--- config.mk ---
export PLATFORM = sky130hd
export DESIGN_NAME = fasta_index_builder
export DESIGN_NICKNAME = d
export VERILOG_FILES = /design/src/rtl/core/fib_pkg.sv /design/src/rtl/core/fib_parse.sv /design/src/rtl/core/fib_rsp_fifo.sv /design/src/rtl/core/fasta_index_builder.sv
export VERILOG_INCLUDE_DIRS = /design/src /design/src/rtl/core
export SDC_FILE = /design/constraint.sdc
export NUM_CORES = 2
export LEC_CHECK = 0
export BUFFER_PORTS_ARGS = -buffer_cell sky130_fd_sc_hd__buf_2
export CORE_ASPECT_RATIO = 1.1
export CORE_MARGIN = 1
export CORE_UTILIZATION = 45
export DETAILED_ROUTE_END_ITERATION = 12
export HOLD_SLACK_MARGIN = 0.1
export PLACE_DENSITY = 0.64
export SYNTH_ARGS = -nofsm -noshare
export SYNTH_HDL_FRONTEND = slang
export SYNTH_SLANG_ARGS = --single-unit
--- constraint.sdc ---
create_clock -name clock -period 24.9 [get_ports clock]
set_input_delay 7.47 -clock clock [delete_from_list [all_inputs] [get_ports clock]]
set_output_delay 7.47 -clock clock [all_outputs]
set_load 0.02 [all_outputs]
--- src/rtl/core/fasta_index_builder_macros.svh ---
// assertion macros shared by the index builder rtl
// no dependencies; included by the files that carry assertions
`ifndef FASTA_INDEX_BUILDER_MACROS_SVH
`define FASTA_INDEX_BUILDER_MACROS_SVH

// same-cycle implication, muted during reset
`define FIB_ASSERT_IMPL(label, clk, rst, ante, cons) \
   label: assert property (@(posedge clk) disable iff (rst) (ante) |-> (cons)) \
      else $error("fasta index builder: assertion failed");

// next-cycle implication, muted during reset
`define FIB_ASSERT_NEXT(label, clk, rst, ante, cons) \
   label: assert property (@(posedge clk) disable iff (rst) (ante) |=> (cons)) \
      else $error("fasta index builder: assertion failed");

`endif

--- src/rtl/core/fib_pkg.sv ---
// shared types, constants and helpers for the fasta index builder
// no dependencies; imported by every module of the block
package fib_pkg;

   localparam int OFFSET_BITS_DEF = 40;
   localparam int FIELD_BITS      = 40;
   localparam int SEQ_OFF_BITS    = 41;

   // result payload without kind and final flag, padded to whole bytes
   localparam int RSP_DATA_BITS  = 6 * FIELD_BITS + SEQ_OFF_BITS;
   localparam int RSP_TDATA_BITS = ((RSP_DATA_BITS + 7) / 8) * 8;
   localparam int RSP_PAD_BITS   = RSP_TDATA_BITS - RSP_DATA_BITS;

   // result queue, depth a power of two
   localparam int RSP_DEPTH    = 4;
   localparam int RSP_PTR_BITS = $clog2(RSP_DEPTH);
   localparam int RSP_CNT_BITS = $clog2(RSP_DEPTH + 1);
   localparam logic [RSP_CNT_BITS-1:0] LVL_IDLE_MAX = RSP_CNT_BITS'(RSP_DEPTH - 2);
   localparam logic [RSP_CNT_BITS-1:0] LVL_BUSY_MAX = RSP_CNT_BITS'(RSP_DEPTH - 4);

   localparam logic [7:0] CH_NL   = 8'd10;
   localparam logic [7:0] CH_SEMI = 8'h3b;
   localparam logic [7:0] CH_PLUS = 8'h2b;
   localparam logic [7:0] CH_GT   = 8'h3e;
   localparam logic [7:0] CH_AT   = 8'h40;

   typedef enum logic [1:0] {
      CLS_SEQ     = 2'd0,
      CLS_COMMENT = 2'd1,
      CLS_PLUS    = 2'd2,
      CLS_HEADER  = 2'd3
   } line_class_type;

   typedef enum logic [1:0] {
      KIND_RECORD   = 2'd0,
      KIND_MISMATCH = 2'd1,
      KIND_EMPTY    = 2'd2
   } result_kind_type;

   typedef struct packed {
      result_kind_type                kind;
      logic [FIELD_BITS-1:0]          name_start;
      logic [FIELD_BITS-1:0]          name_length;
      logic signed [SEQ_OFF_BITS-1:0] seq_offset;
      logic [FIELD_BITS-1:0]          seq_length;
      logic [FIELD_BITS-1:0]          line_bases;
      logic [FIELD_BITS-1:0]          line_bytes;
      logic [FIELD_BITS-1:0]          error_line;
      logic                           final_result;
   } result_type;

   // line class from the first byte of a line
   function automatic line_class_type classify_byte(input logic [7:0] b);
      line_class_type c;
      case (b)
         CH_SEMI: c = CLS_COMMENT;
         CH_PLUS: c = CLS_PLUS;
         CH_GT:   c = CLS_HEADER;
         CH_AT:   c = CLS_HEADER;
         default: c = CLS_SEQ;
      endcase
      return c;
   endfunction

endpackage

--- src/rtl/core/fib_parse.sv ---
// byte parser: input register, line and record state, result generation
// depends on fib_pkg and the assertion macro header
`include "fasta_index_builder_macros.svh"

module fib_parse #(
   parameter int OFFSET_BITS = fib_pkg::OFFSET_BITS_DEF
) (
   input  logic                                clock,
   input  logic                                reset,
   input  logic                                req_tvalid,
   output logic                                req_tready,
   input  logic [7:0]                          req_tdata,
   input  logic                                req_tlast,
   input  logic [fib_pkg::RSP_CNT_BITS-1:0]    fifo_level,
   output logic [1:0]                          push_count,
   output fib_pkg::result_type                 push_rsp0,
   output fib_pkg::result_type                 push_rsp1
);
   import fib_pkg::*;

   localparam int OB = OFFSET_BITS;

   logic           in_valid_ff, in_valid_in;
   logic [7:0]     in_byte_ff;
   logic           in_eof_ff;

   logic [OB-1:0]  file_offset_ff, file_offset_in;
   logic [OB-1:0]  line_start_ff, line_start_in;
   logic [OB-1:0]  cur_len_ff, cur_len_in;
   logic [OB-1:0]  line_count_ff, line_count_in;
   line_class_type line_class_ff, line_class_in;
   logic           skip_next_ff, skip_next_in;
   logic [OB-1:0]  rec_name_start_ff, rec_name_start_in;
   logic [OB-1:0]  rec_name_len_ff, rec_name_len_in;
   logic           rec_seq_vld_ff, rec_seq_vld_in;
   logic [OB-1:0]  rec_seq_off_ff, rec_seq_off_in;
   logic [OB-1:0]  rec_seq_len_ff, rec_seq_len_in;
   logic [OB-1:0]  rec_line_bytes_ff, rec_line_bytes_in;
   logic           mismatch_ff, mismatch_in;
   logic           empty_ff, empty_in;
   logic           error_stop_ff, error_stop_in;

   logic            is_nl;
   logic [OB-1:0]   len;
   logic            fail;
   logic            do_reset;
   result_kind_type err_kind;
   result_type      flush_rsp;

   function automatic logic [FIELD_BITS-1:0] to_field(input logic [OB-1:0] v);
      logic [63:0] w;
      w = 64'(v);
      return w[FIELD_BITS-1:0];
   endfunction

   function automatic result_type make_rsp(
      input result_kind_type kind,
      input logic [OB-1:0]   nm_start,
      input logic [OB-1:0]   nm_len,
      input logic            seq_vld,
      input logic [OB-1:0]   seq_off,
      input logic [OB-1:0]   seq_len,
      input logic [OB-1:0]   lbytes,
      input logic [OB-1:0]   err_line,
      input logic            fin
   );
      result_type    r;
      logic [63:0]   w_off;
      logic [OB-1:0] bases;
      w_off = 64'(seq_off);
      bases = (lbytes != '0) ? lbytes - OB'(1) : '0;
      r.kind         = kind;
      r.name_start   = to_field(nm_start);
      r.name_length  = to_field(nm_len);
      r.seq_offset   = seq_vld ? w_off[SEQ_OFF_BITS-1:0] : '1;
      r.seq_length   = to_field(seq_len);
      r.line_bases   = to_field(bases);
      r.line_bytes   = to_field(lbytes);
      r.error_line   = to_field(err_line);
      r.final_result = fin;
      return r;
   endfunction

   // room for the two results one byte may cause, counting the byte in flight
   assign req_tready  = in_valid_ff ? (fifo_level <= LVL_BUSY_MAX)
                                    : (fifo_level <= LVL_IDLE_MAX);
   assign in_valid_in = req_tvalid && req_tready;

   always_ff @(posedge clock) begin
      if (reset) begin
         in_valid_ff <= 1'b0;
      end else begin
         in_valid_ff <= in_valid_in;
      end
      if (in_valid_in) begin
         in_byte_ff <= req_tdata;
         in_eof_ff  <= req_tlast;
      end
   end

   always_comb begin
      file_offset_in    = file_offset_ff;
      line_start_in     = line_start_ff;
      cur_len_in        = cur_len_ff;
      line_count_in     = line_count_ff;
      line_class_in     = line_class_ff;
      skip_next_in      = skip_next_ff;
      rec_name_start_in = rec_name_start_ff;
      rec_name_len_in   = rec_name_len_ff;
      rec_seq_vld_in    = rec_seq_vld_ff;
      rec_seq_off_in    = rec_seq_off_ff;
      rec_seq_len_in    = rec_seq_len_ff;
      rec_line_bytes_in = rec_line_bytes_ff;
      mismatch_in       = mismatch_ff;
      empty_in          = empty_ff;
      error_stop_in     = error_stop_ff;
      push_count        = 2'd0;
      push_rsp0         = '0;
      push_rsp1         = '0;
      fail              = 1'b0;
      do_reset          = 1'b0;
      err_kind          = KIND_MISMATCH;
      is_nl             = (in_byte_ff == CH_NL);
      len               = cur_len_ff;
      flush_rsp         = '0;

      if (in_valid_ff) begin
         if (error_stop_ff) begin
            // drop bytes until end of file
            do_reset = in_eof_ff;
         end else begin
            if (!is_nl) begin
               if (cur_len_ff == '0) begin
                  line_class_in = classify_byte(in_byte_ff);
               end
               cur_len_in = cur_len_ff + OB'(1);
            end
            file_offset_in = file_offset_ff + OB'(1);
            len = cur_len_in;

            if (is_nl || in_eof_ff) begin
               line_count_in = line_count_ff + OB'(1);
               if (skip_next_ff) begin
                  skip_next_in = 1'b0;
               end else begin
                  case (line_class_in)
                     CLS_COMMENT: begin
                     end
                     CLS_PLUS: begin
                        skip_next_in = 1'b1;
                     end
                     CLS_HEADER: begin
                        if (rec_name_len_ff != '0) begin
                           mismatch_in = 1'b0;
                           empty_in    = 1'b0;
                           push_rsp0   = make_rsp(KIND_RECORD, rec_name_start_ff,
                                                  rec_name_len_ff, rec_seq_vld_ff,
                                                  rec_seq_off_ff, rec_seq_len_ff,
                                                  rec_line_bytes_ff, '0, 1'b0);
                           push_count  = 2'd1;
                           rec_seq_vld_in    = 1'b0;
                           rec_seq_off_in    = '0;
                           rec_seq_len_in    = '0;
                           rec_line_bytes_in = '0;
                        end
                        rec_name_start_in = line_start_ff + OB'(1);
                        rec_name_len_in   = len - OB'(1);
                     end
                     CLS_SEQ: begin
                        if (!rec_seq_vld_ff) begin
                           rec_seq_vld_in = 1'b1;
                           rec_seq_off_in = line_start_ff;
                        end
                        rec_seq_len_in = rec_seq_len_ff + len;
                        if (rec_line_bytes_ff != '0) begin
                           if ((mismatch_ff || empty_ff) && (len != '0)) begin
                              // a full line after a short or empty one
                              fail = 1'b1;
                              if (empty_ff) begin
                                 err_kind = KIND_EMPTY;
                              end
                              push_rsp0  = make_rsp(err_kind, rec_name_start_ff,
                                                    rec_name_len_ff, rec_seq_vld_in,
                                                    rec_seq_off_in, rec_seq_len_in,
                                                    rec_line_bytes_ff, line_count_in,
                                                    1'b1);
                              push_count = 2'd1;
                           end else begin
                              if ((mismatch_ff || empty_ff) && (len == '0)) begin
                                 empty_in = 1'b1;
                              end
                              if (rec_line_bytes_ff != len + OB'(1)) begin
                                 mismatch_in = 1'b1;
                                 if (len == '0) begin
                                    empty_in = 1'b1;
                                 end
                              end
                           end
                        end else begin
                           rec_line_bytes_in = len + OB'(1);
                        end
                     end
                     default: begin
                     end
                  endcase
               end

               if (fail) begin
                  error_stop_in = 1'b1;
                  do_reset      = in_eof_ff;
               end else begin
                  cur_len_in    = '0;
                  line_class_in = CLS_SEQ;
                  line_start_in = file_offset_in;
               end
            end

            if (in_eof_ff && !fail) begin
               flush_rsp = make_rsp(KIND_RECORD, rec_name_start_in, rec_name_len_in,
                                    rec_seq_vld_in, rec_seq_off_in, rec_seq_len_in,
                                    rec_line_bytes_in, '0, 1'b1);
               if (push_count == 2'd1) begin
                  push_rsp1  = flush_rsp;
                  push_count = 2'd2;
               end else begin
                  push_rsp0  = flush_rsp;
                  push_count = 2'd1;
               end
               do_reset = 1'b1;
            end
         end
      end

      if (do_reset) begin
         file_offset_in    = '0;
         line_start_in     = '0;
         cur_len_in        = '0;
         line_count_in     = '0;
         line_class_in     = CLS_SEQ;
         skip_next_in      = 1'b0;
         rec_name_start_in = '0;
         rec_name_len_in   = '0;
         rec_seq_vld_in    = 1'b0;
         rec_seq_off_in    = '0;
         rec_seq_len_in    = '0;
         rec_line_bytes_in = '0;
         mismatch_in       = 1'b0;
         empty_in          = 1'b0;
         error_stop_in     = 1'b0;
      end
   end

   always_ff @(posedge clock) begin
      if (reset) begin
         file_offset_ff    <= '0;
         line_start_ff     <= '0;
         cur_len_ff        <= '0;
         line_count_ff     <= '0;
         line_class_ff     <= CLS_SEQ;
         skip_next_ff      <= 1'b0;
         rec_name_start_ff <= '0;
         rec_name_len_ff   <= '0;
         rec_seq_vld_ff    <= 1'b0;
         rec_seq_off_ff    <= '0;
         rec_seq_len_ff    <= '0;
         rec_line_bytes_ff <= '0;
         mismatch_ff       <= 1'b0;
         empty_ff          <= 1'b0;
         error_stop_ff     <= 1'b0;
      end else begin
         file_offset_ff    <= file_offset_in;
         line_start_ff     <= line_start_in;
         cur_len_ff        <= cur_len_in;
         line_count_ff     <= line_count_in;
         line_class_ff     <= line_class_in;
         skip_next_ff      <= skip_next_in;
         rec_name_start_ff <= rec_name_start_in;
         rec_name_len_ff   <= rec_name_len_in;
         rec_seq_vld_ff    <= rec_seq_vld_in;
         rec_seq_off_ff    <= rec_seq_off_in;
         rec_seq_len_ff    <= rec_seq_len_in;
         rec_line_bytes_ff <= rec_line_bytes_in;
         mismatch_ff       <= mismatch_in;
         empty_ff          <= empty_in;
         error_stop_ff     <= error_stop_in;
      end
   end

   `FIB_ASSERT_IMPL(a_quiet_after_error, clock, reset, error_stop_ff, push_count == 2'd0)
   `FIB_ASSERT_IMPL(a_pair_order, clock, reset, push_count == 2'd2, (push_rsp0.kind == KIND_RECORD) && !push_rsp0.final_result && push_rsp1.final_result)
   `FIB_ASSERT_IMPL(a_push_needs_byte, clock, reset, !in_valid_ff, push_count == 2'd0)
   `FIB_ASSERT_NEXT(a_eof_restarts, clock, reset, in_valid_ff && in_eof_ff, (file_offset_ff == '0) && !error_stop_ff)

endmodule

--- src/rtl/core/fib_rsp_fifo.sv ---
// small result queue, takes up to two results per cycle, gives one
// depends on fib_pkg and the assertion macro header
`include "fasta_index_builder_macros.svh"

module fib_rsp_fifo (
   input  logic                              clock,
   input  logic                              reset,
   input  logic [1:0]                        push_count,
   input  fib_pkg::result_type               push_rsp0,
   input  fib_pkg::result_type               push_rsp1,
   output logic [fib_pkg::RSP_CNT_BITS-1:0]  level,
   output logic                              rsp_valid,
   input  logic                              rsp_ready,
   output fib_pkg::result_type               rsp_head
);
   import fib_pkg::*;

   result_type              entry_ff [RSP_DEPTH];
   logic [RSP_PTR_BITS-1:0] wr_ptr_ff, wr_ptr_in;
   logic [RSP_PTR_BITS-1:0] rd_ptr_ff, rd_ptr_in;
   logic [RSP_PTR_BITS-1:0] wr_ptr_nx;
   logic [RSP_CNT_BITS-1:0] count_ff, count_in;
   logic                    pop;

   assign pop       = (count_ff != '0) && rsp_ready;
   assign wr_ptr_nx = wr_ptr_ff + RSP_PTR_BITS'(1);
   assign wr_ptr_in = wr_ptr_ff + RSP_PTR_BITS'(push_count);
   assign rd_ptr_in = rd_ptr_ff + RSP_PTR_BITS'(pop);
   assign count_in  = count_ff + RSP_CNT_BITS'(push_count) - RSP_CNT_BITS'(pop);

   assign level     = count_ff;
   assign rsp_valid = (count_ff != '0);
   assign rsp_head  = entry_ff[rd_ptr_ff];

   always_ff @(posedge clock) begin
      if (reset) begin
         wr_ptr_ff <= '0;
         rd_ptr_ff <= '0;
         count_ff  <= '0;
      end else begin
         wr_ptr_ff <= wr_ptr_in;
         rd_ptr_ff <= rd_ptr_in;
         count_ff  <= count_in;
      end
   end

   always_ff @(posedge clock) begin
      if (push_count != 2'd0) begin
         entry_ff[wr_ptr_ff] <= push_rsp0;
      end
      if (push_count == 2'd2) begin
         entry_ff[wr_ptr_nx] <= push_rsp1;
      end
   end

   `FIB_ASSERT_IMPL(a_no_overflow, clock, reset, 1'b1, ({1'b0, count_ff} + {2'b00, push_count}) <= (RSP_CNT_BITS + 1)'(RSP_DEPTH))
   `FIB_ASSERT_IMPL(a_ptr_gap, clock, reset, 1'b1, RSP_PTR_BITS'(wr_ptr_ff - rd_ptr_ff) == RSP_PTR_BITS'(count_ff))
   `FIB_ASSERT_NEXT(a_pop_count, clock, reset, pop && (push_count == 2'd0), count_ff == RSP_CNT_BITS'($past(count_ff) - 1'b1))

endmodule

--- src/rtl/core/fasta_index_builder.sv ---
// top level of the fasta index builder: parser and result queue
// depends on fib_pkg, fib_parse and fib_rsp_fifo
//
// usage
// - request channel: one file byte per request, req_tlast marks the last
//   byte of a file; a newline ends a line, the last byte also ends one
// - response channel: one index record or error report per response,
//   rsp_tuser carries the kind, rsp_tlast the last response of the file
// - path: an accepted byte is held in the input register; the responses
//   it causes are written into the response queue and leave it one at a
//   time
// - throughput: one byte per cycle while the response queue is empty; a
//   byte causes at most two responses, which a four-entry queue absorbs;
//   whenever responses get queued the input pauses
// - stall: req_tready drops while the queue holds more than two responses,
//   or while a byte is in flight and the queue is not empty; bytes are
//   never lost
// - reset: synchronous, clears all counters, the pending record, the
//   error state and the response queue; no clearing pass
// - after the last response of a file (or the end of an errored file)
//   the block is back in its reset state for the next file
module fasta_index_builder #(
   parameter int OFFSET_BITS = fib_pkg::OFFSET_BITS_DEF
) (
   input  logic                                 clock,
   input  logic                                 reset,
   input  logic                                 req_tvalid,
   output logic                                 req_tready,
   // [7:0] data_byte
   input  logic [7:0]                           req_tdata,
   input  logic                                 req_tlast,
   output logic                                 rsp_tvalid,
   input  logic                                 rsp_tready,
   // name_start, name_length, seq_offset, seq_length, line_bases,
   // line_bytes, error_line, then zero pad
   output logic [fib_pkg::RSP_TDATA_BITS-1:0]   rsp_tdata,
   // [1:0] result_kind
   output logic [1:0]                           rsp_tuser,
   output logic                                 rsp_tlast
);
   import fib_pkg::*;

   // results travel from parser to queue, up to two per cycle
   logic [1:0]              push_count;
   result_type              push_rsp0;
   result_type              push_rsp1;
   logic [RSP_CNT_BITS-1:0] fifo_level;
   result_type              rsp_head;

   fib_parse #(
      .OFFSET_BITS (OFFSET_BITS)
   ) u_parse (
      .clock      (clock),
      .reset      (reset),
      .req_tvalid (req_tvalid),
      .req_tready (req_tready),
      .req_tdata  (req_tdata),
      .req_tlast  (req_tlast),
      .fifo_level (fifo_level),
      .push_count (push_count),
      .push_rsp0  (push_rsp0),
      .push_rsp1  (push_rsp1)
   );

   // response queue decouples the parser from a stalling receiver
   fib_rsp_fifo u_rsp_fifo (
      .clock      (clock),
      .reset      (reset),
      .push_count (push_count),
      .push_rsp0  (push_rsp0),
      .push_rsp1  (push_rsp1),
      .level      (fifo_level),
      .rsp_valid  (rsp_tvalid),
      .rsp_ready  (rsp_tready),
      .rsp_head   (rsp_head)
   );

   // pack the head response, first field in the low bits
   assign rsp_tdata = {RSP_PAD_BITS'(0),
                       rsp_head.error_line,
                       rsp_head.line_bytes,
                       rsp_head.line_bases,
                       rsp_head.seq_length,
                       rsp_head.seq_offset,
                       rsp_head.name_length,
                       rsp_head.name_start};
   assign rsp_tuser = rsp_head.kind;
   assign rsp_tlast = rsp_head.final_result;

endmodule

# Word level (Yosys, flattened, before mapping)
# Memory sizes are Yosys's and may differ from the RTL's. A register that Yosys moved wholly into a read port is not among the register bits.
# Index checks and enable logic that the tools add are counted.
# op_classes
reduce_logical	25
n_mux	114
n_addsub	14
n_bitwise	3
eq_ne	14
order_cmp	2
# ops
operator	n
284-bit two-way mux	11
40-bit two-way mux	26
284-bit one-hot mux with 2 select lines	1
282-bit two-way mux	2
40-bit one-hot mux with 2 select lines	3
40-bit by 1-bit adder with 40-bit output (second input constant)	5
40-bit nonzero test	4
41-bit two-way mux	3
40-bit by 1-bit subtractor with 40-bit output (second input constant)	3
40-bit zero test	2
1-bit two-way mux	46
40-bit adder	1
40-bit inequality test	1
2-bit two-way mux	17
8-bit by 6-bit == test with 1-bit output (second input constant)	3
9-bit AND reduction	1
8-bit by 4-bit == test with 1-bit output (second input constant)	1
8-bit by 7-bit == test with 1-bit output (second input constant)	1
8-bit AND reduction	1
2-bit == test (second input constant)	3
2-bit by 1-bit inequality test with 1-bit output (second input constant)	3
1-bit one-hot mux with 2 select lines	3
2-bit one-hot mux with 3 select lines	1
1-bit logical AND	5
other kinds (20)	25
# word_totals
ramBits	1136
wordCells	194
regBits	384
output_inout_bits	293
memories	1
in_bits	13
# memory_table
memory	words	word_bits	rd	rd_ports_with_merged_regs	wr	line_no	text
u_rsp_fifo.entry_ff	4	284	1	1	2	fib_rsp_fifo.sv:18	result_type entry_ff [RSP_DEPTH];

# Logic depth before layout (Yosys ltp)
# logic_depth
ltp_word	24
mapped_depth	31
ltp_nobuf	23

# Hierarchy
# Synthesis repeated with hierarchy kept, for this count alone.
# unflattened
hier_cells	7301
hier_area_um2	85967.4
# modules_own_cells
module	cells_each	n_inst	area_per_inst_um2	seq_area_each_um2
fib_rsp_fifo	2793	1	54876.4	34252.9
fib_parse	4500	1	31034.8	7637.3
fasta_index_builder	8	1	56.3	0.0

# Worst setup path after synthesis
# No wires, ideal clock.
# synth_timing
path_type	flip-flop to flip-flop
startpoint	register u_parse.in_byte_ff[0]
endpoint	memory u_rsp_fifo.entry_ff[0][0] in the netlist's numbering, enable pin
slack_ps	14354
synth_period_minus_slack_ps	10546
path_buffers	7
t_arrival_ps	9954
setup_ps	592
required_time_ps	24308
path_stages_with_launch	25
cell_sequence	edfxtp_1 > or4_1 > buf_4 > nor2_2 > buf_4 > xnor2_1 > inv_1 > ha_1 > inv_1 > a2111o_1 > or3_1 > or4b_1 > buf_2 > o211ai_4 > buf_4 > or2_2 > clkbuf_2 > nand2_1 > ha_1 > o21ai_0 > nor3_1 > clkbuf_1 > nor2_1 > clkbuf_1 > inv_1
# synth_lines
element	line_no	text
start: declaration	fib_parse.sv:24	logic [7:0] in_byte_ff;
start signal: assignment	fib_parse.sv:96	in_byte_ff <= req_tdata;
end: declaration	fib_rsp_fifo.sv:18	

==> results list <==
- The worst setup path is captured at an output pin.
- CTS clk-pin slew, worst paths: 0.06 ns
- The final layout contains routed wiring with a total length of between 200 and 300 mm.
* Flop pwr share: 0.407
- RSZ-0062 raised after global routing: false
- Ratio of final minimum period to clock period: 0.504
* Final antenna-violating net count: 0
* Total of fill cells in the finished design: approximately 16000
- Most utilized layer in the global route result: met2
- Number of setup buffers added after CTS: 0
- Clock tree synthesis inserted a total of between 150 and 200 buffers.
* Half-perimeter wire length after detailed placement: about 190 mm
- Mean instance size in the synthesized netlist: 10.4 um^2
- In this run the static leakage power is between 20 and 30 nW.
* Cell-internal power: ~4.7 mW
- The number of different library cells used by synthesis comes to between 100 and 150.
- The library cell used most frequently in the layout, excluding fill and tap cells, is sky130_fd_sc_hd__edfxtp_1.
- Count of cells resized by post-cts repair: 0
* Pwr/cell area: roughly 79 mW/mm^2
- Dividing the detail-routed wire length by the instance count gives a little under 30 um.
* Top library cells by usage in the layout, fill and taps aside: sky130_fd_sc_hd__edfxtp_1 (977), sky130_fd_sc_hd__nand2_1 (844), sky130_fd_sc_hd__nor2_1 (637)
- In the final layout, the share of cells above drive strength 1 is 0.145.
* Effective utilization at floorplan: 0.455
- Met3 track demand over resource: 0.0689
* Highest attainable clock frequency: ~0.080 GHz
- The root buffer cell chosen for the clock tree is sky130_fd_sc_hd__clkbuf_16.
- Largest net degree at the start of global routing: 160
- In this run the number of H-tree levels came out at 4.
- Measured against its own limit, the worst slew margin works out to 0.106.
- Of the total power, the clock network draws 0.358.
- between 300 and 400 I/O pins were placed.
- Post-synth EDFFs: 977
- The first global-routing pass estimated approximately 430 mm of wire.
- Overall die height: approximately 440 um
- The worst setup path is launched from a flop.
- Required time at the worst-slack endpoint: around 17 ns
* Vias in the first global route: between 60000 and 70000
* Worst skew pair latency: approximately 0.87 ns
* CP arrival: between 5 and 6 ns
- Ys async rst share: 0
- The number of hold buffers added after CTS was 0.
- The run finished with clean final reports.
- After synthesis, the cell types taking the most area are sky130_fd_sc_hd__edfxtp_1 (37%), sky130_fd_sc_hd__dfxtp_1 (14%), sky130_fd_sc_hd__mux4_2 (8.0%), sky130_fd_sc_hd__o22ai_1 (4.9%), sky130_fd_sc_hd__nand2_1 (4.0%).
- For met2 alone, demand over resource in global routing was 0.475.
- Area added between synthesis and finish: 10.8%
* Combined global-route utilization of all metal layers: 0.318
- Net switching power: roughly 2.3 mW
- Count of final hold-check violations: 0
- TritonCTS built the clock tree.
- In the routed layout, each cell is associated on average with a via count of 6.66.
- Setup TNS Final: 0 ns
* FP Rows: around 160
- Overall overflow remaining after global route: 0
- Final critical delay including setup and external delays: around 13 ns
- Highest ir drop seen on vdd: just under 0.07 mV
- Of the synthesized area, sequential elements account for 0.503.
* Number of detailed-route iterations in the first pass: 6
- For this run, the leading register cell type out of synthesis is sky130_fd_sc_hd__edfxtp_1.
* Maximum fanout along the worst path: 48
- Worst clock skew on the final layout: between 0.09 and 0.1 ns
- Number of failing setup endpoints in the final timing report: 0
- At the end of the flow, the number of nets in the layout was approximately 7600.
* Routability-driven placement congestion ratio: slightly below 1
- At the pin with the least slew margin, the transition time is 1.34 ns.
- For this block, the initial DRC count from the detailed router was between 9000 and 10000.
- Register bit count reported by yosys: 1520
* Post-synth top area share: 0.367
- Critical Setup Path Class: flop to output pin
* Tightest Hold Check Type: flop to flop
- Total design power: about 7 mW
* Cells after Synth: roughly 7700
* Initial antenna violation count: 11
- Logic pwr share: 0.236
- Switching part of the total: 0.329
- In the routed design, unresolved DRC markers number 0.
* Routed vias: 67055
* Count of maximum capacitance violations: 0
- Post-synth design cell area: 0.0799 mm^2
- In this run the deepest clock path goes through 3 buffers.
- Library cell with the largest summed area after synthesis: sky130_fd_sc_hd__edfxtp_1
- The number of pins with negative max-slew slack in the final report came to 0.
- Input/output buffers: ~300
- Number of clock sinks seen by CTS: between 1500 and 2000
- Yosys warns: 0
- Die Outline Area: 0.179 mm^2
- Global routing met1 resource utilization: 0.438
- The die is 404 um wide.
- Total core area: 0.176 mm^2
## layer usage
metal	part of all wire	routed length, um
met5	0.00081	239
met2	0.44	130000
met1	0.40	117000
met4	0.049	14500
met3	0.11	31500
## Yosys cell counts, types with 72 or more instances
cell	instances
sky130_fd_sc_hd__edfxtp_1	977
sky130_fd_sc_hd__nand2_1	855
sky130_fd_sc_hd__a22o_1	228
sky130_fd_sc_hd__inv_1	72
sky130_fd_sc_hd__xor2_1	171
sky130_fd_sc_hd__mux4_2	284
sky130_fd_sc_hd__clkbuf_1	535
sky130_fd_sc_hd__or3_1	96
sky130_fd_sc_hd__a22oi_1	175
sky130_fd_sc_hd__xnor2_1	204
sky130_fd_sc_hd__o21ai_0	481
sky130_fd_sc_hd__a21oi_1	287
sky130_fd_sc_hd__o22ai_1	621
sky130_fd_sc_hd__buf_2	83
sky130_fd_sc_hd__nor2_1	659
sky130_fd_sc_hd__a211oi_1	111
sky130_fd_sc_hd__nor3_1	116
sky130_fd_sc_hd__nand3_1	167
sky130_fd_sc_hd__dfxtp_1	543
## area by class of cell
cell class / count / area, um^2 / share of cell area
Tap cell: 2363 / 2960 / 0.0334
Clock inverter: 64 / 821 / 0.00927
Antenna cell: 2 / 5.00 / 0.0000565
Clock buffer: 245 / 4720 / 0.0533
Inverter: 82 / 338 / 0.00382
Multi-Input combinational cell: 5352 / 36900 / 0.417
Sequential cell: 1520 / 40200 / 0.454
Timing Repair Buffer: 439 / 2590 / 0.0292
## logic make-up after synthesis
family | synth area share
buf+inv | 0.0397
flops | 0.503
mux | 0.0817
xor+xnor | 0.0428
other cells | 0.0000469
fa+ha+maj | 0.00943
simple gates | 0.133
compound gates | 0.191
## stage by stage
stage | instances | instance area (um^2) | hold WS [ns] | util | setup WS, ns
5_1_grt | 10066 | 88500 | 0.474 | 0.504 | 11.90
4_1_cts | 10065 | 88500 | 0.456 | 0.504 | 12.13
3_5_place_dp | 9756 | 83000 | 0.442 | 0.472 | 13.06
3_3_place_gp | 9756 | 83000 | 0.432 | 0.472 | 13.11
6_report | 10067 | 88500 | 0.456 | 0.504 | 12.35
2_1_floorplan | 7665 | 79900 | 0.420 | - | 14.35
## worst max-delay path, stage by stage (launching register included)
cell,delay [ns]
sky130_fd_sc_hd__dfxtp_4,0.80
sky130_fd_sc_hd__buf_4,0.74
sky130_fd_sc_hd__buf_4,0.79
sky130_fd_sc_hd__buf_4,0.89
sky130_fd_sc_hd__mux4_2,0.66
sky130_fd_sc_hd__buf_2,0.19
## flip-flops by register name, indices dropped and copies added (netlist names)
| name | cells |
|---|---|
| u_parse.rec_name_len_ff | 40 |
| u_parse.in_byte_ff | 8 |
| u_parse.empty_ff | 1 |
| u_parse.rec_name_start_ff | 40 |
| u_rsp_fifo.rd_ptr_ff | 2 |
| u_parse.line_start_ff | 40 |
| u_rsp_fifo.entry_ff | 1136 |
| u_parse.rec_seq_len_ff | 40 |
| u_parse.rec_seq_off_ff | 40 |
| u_parse.cur_len_ff | 40 |
| u_parse.error_stop_ff | 1 |
| u_parse.in_eof_ff | 1 |
| u_rsp_fifo.wr_ptr_ff | 2 |
| u_parse.file_offset_ff | 40 |
| u_parse.line_class_ff | 2 |
| u_parse.skip_next_ff | 1 |
| u_parse.rec_seq_vld_ff | 1 |
| u_parse.rec_line_bytes_ff | 40 |
| u_parse.line_count_ff | 40 |
| u_rsp_fifo.level | 3 |
| u_parse.in_valid_ff | 1 |
| u_parse.mismatch_ff | 1 |
## power by group through the flow
stage	sequential (mW)	combinational, mW	clock [mW]
finish	2.84	1.65	2.50
global route	2.85	1.73	2.60
CTS	2.84	1.63	2.51
detailed placement	2.89	1.63	0
global placement	2.89	1.61	0
floorplan	2.82	1.14	0
## path summary, 6_finish.rpt
| check | cells past startpoint | slack, ns | start | end |
|---|---|---|---|---|
| max | 5 | 12.35 | u_rsp_fifo.rd_ptr_ff[0] | rsp_tlast |
| min | 2 | 0.46 | u_rsp_fifo.entry_ff[3][4] | u_rsp_fifo.entry_ff[3][4] |
| max reg2reg | 20 | 14.59 | u_parse.cur_len_ff[0] | u_rsp_fifo.entry_ff[1][62] |
| min reg2reg | 2 | 0.46 | u_rsp_fifo.entry_ff[3][4] | u_rsp_fifo.entry_ff[3][4] |
Power figures use the tool's default switching activity.
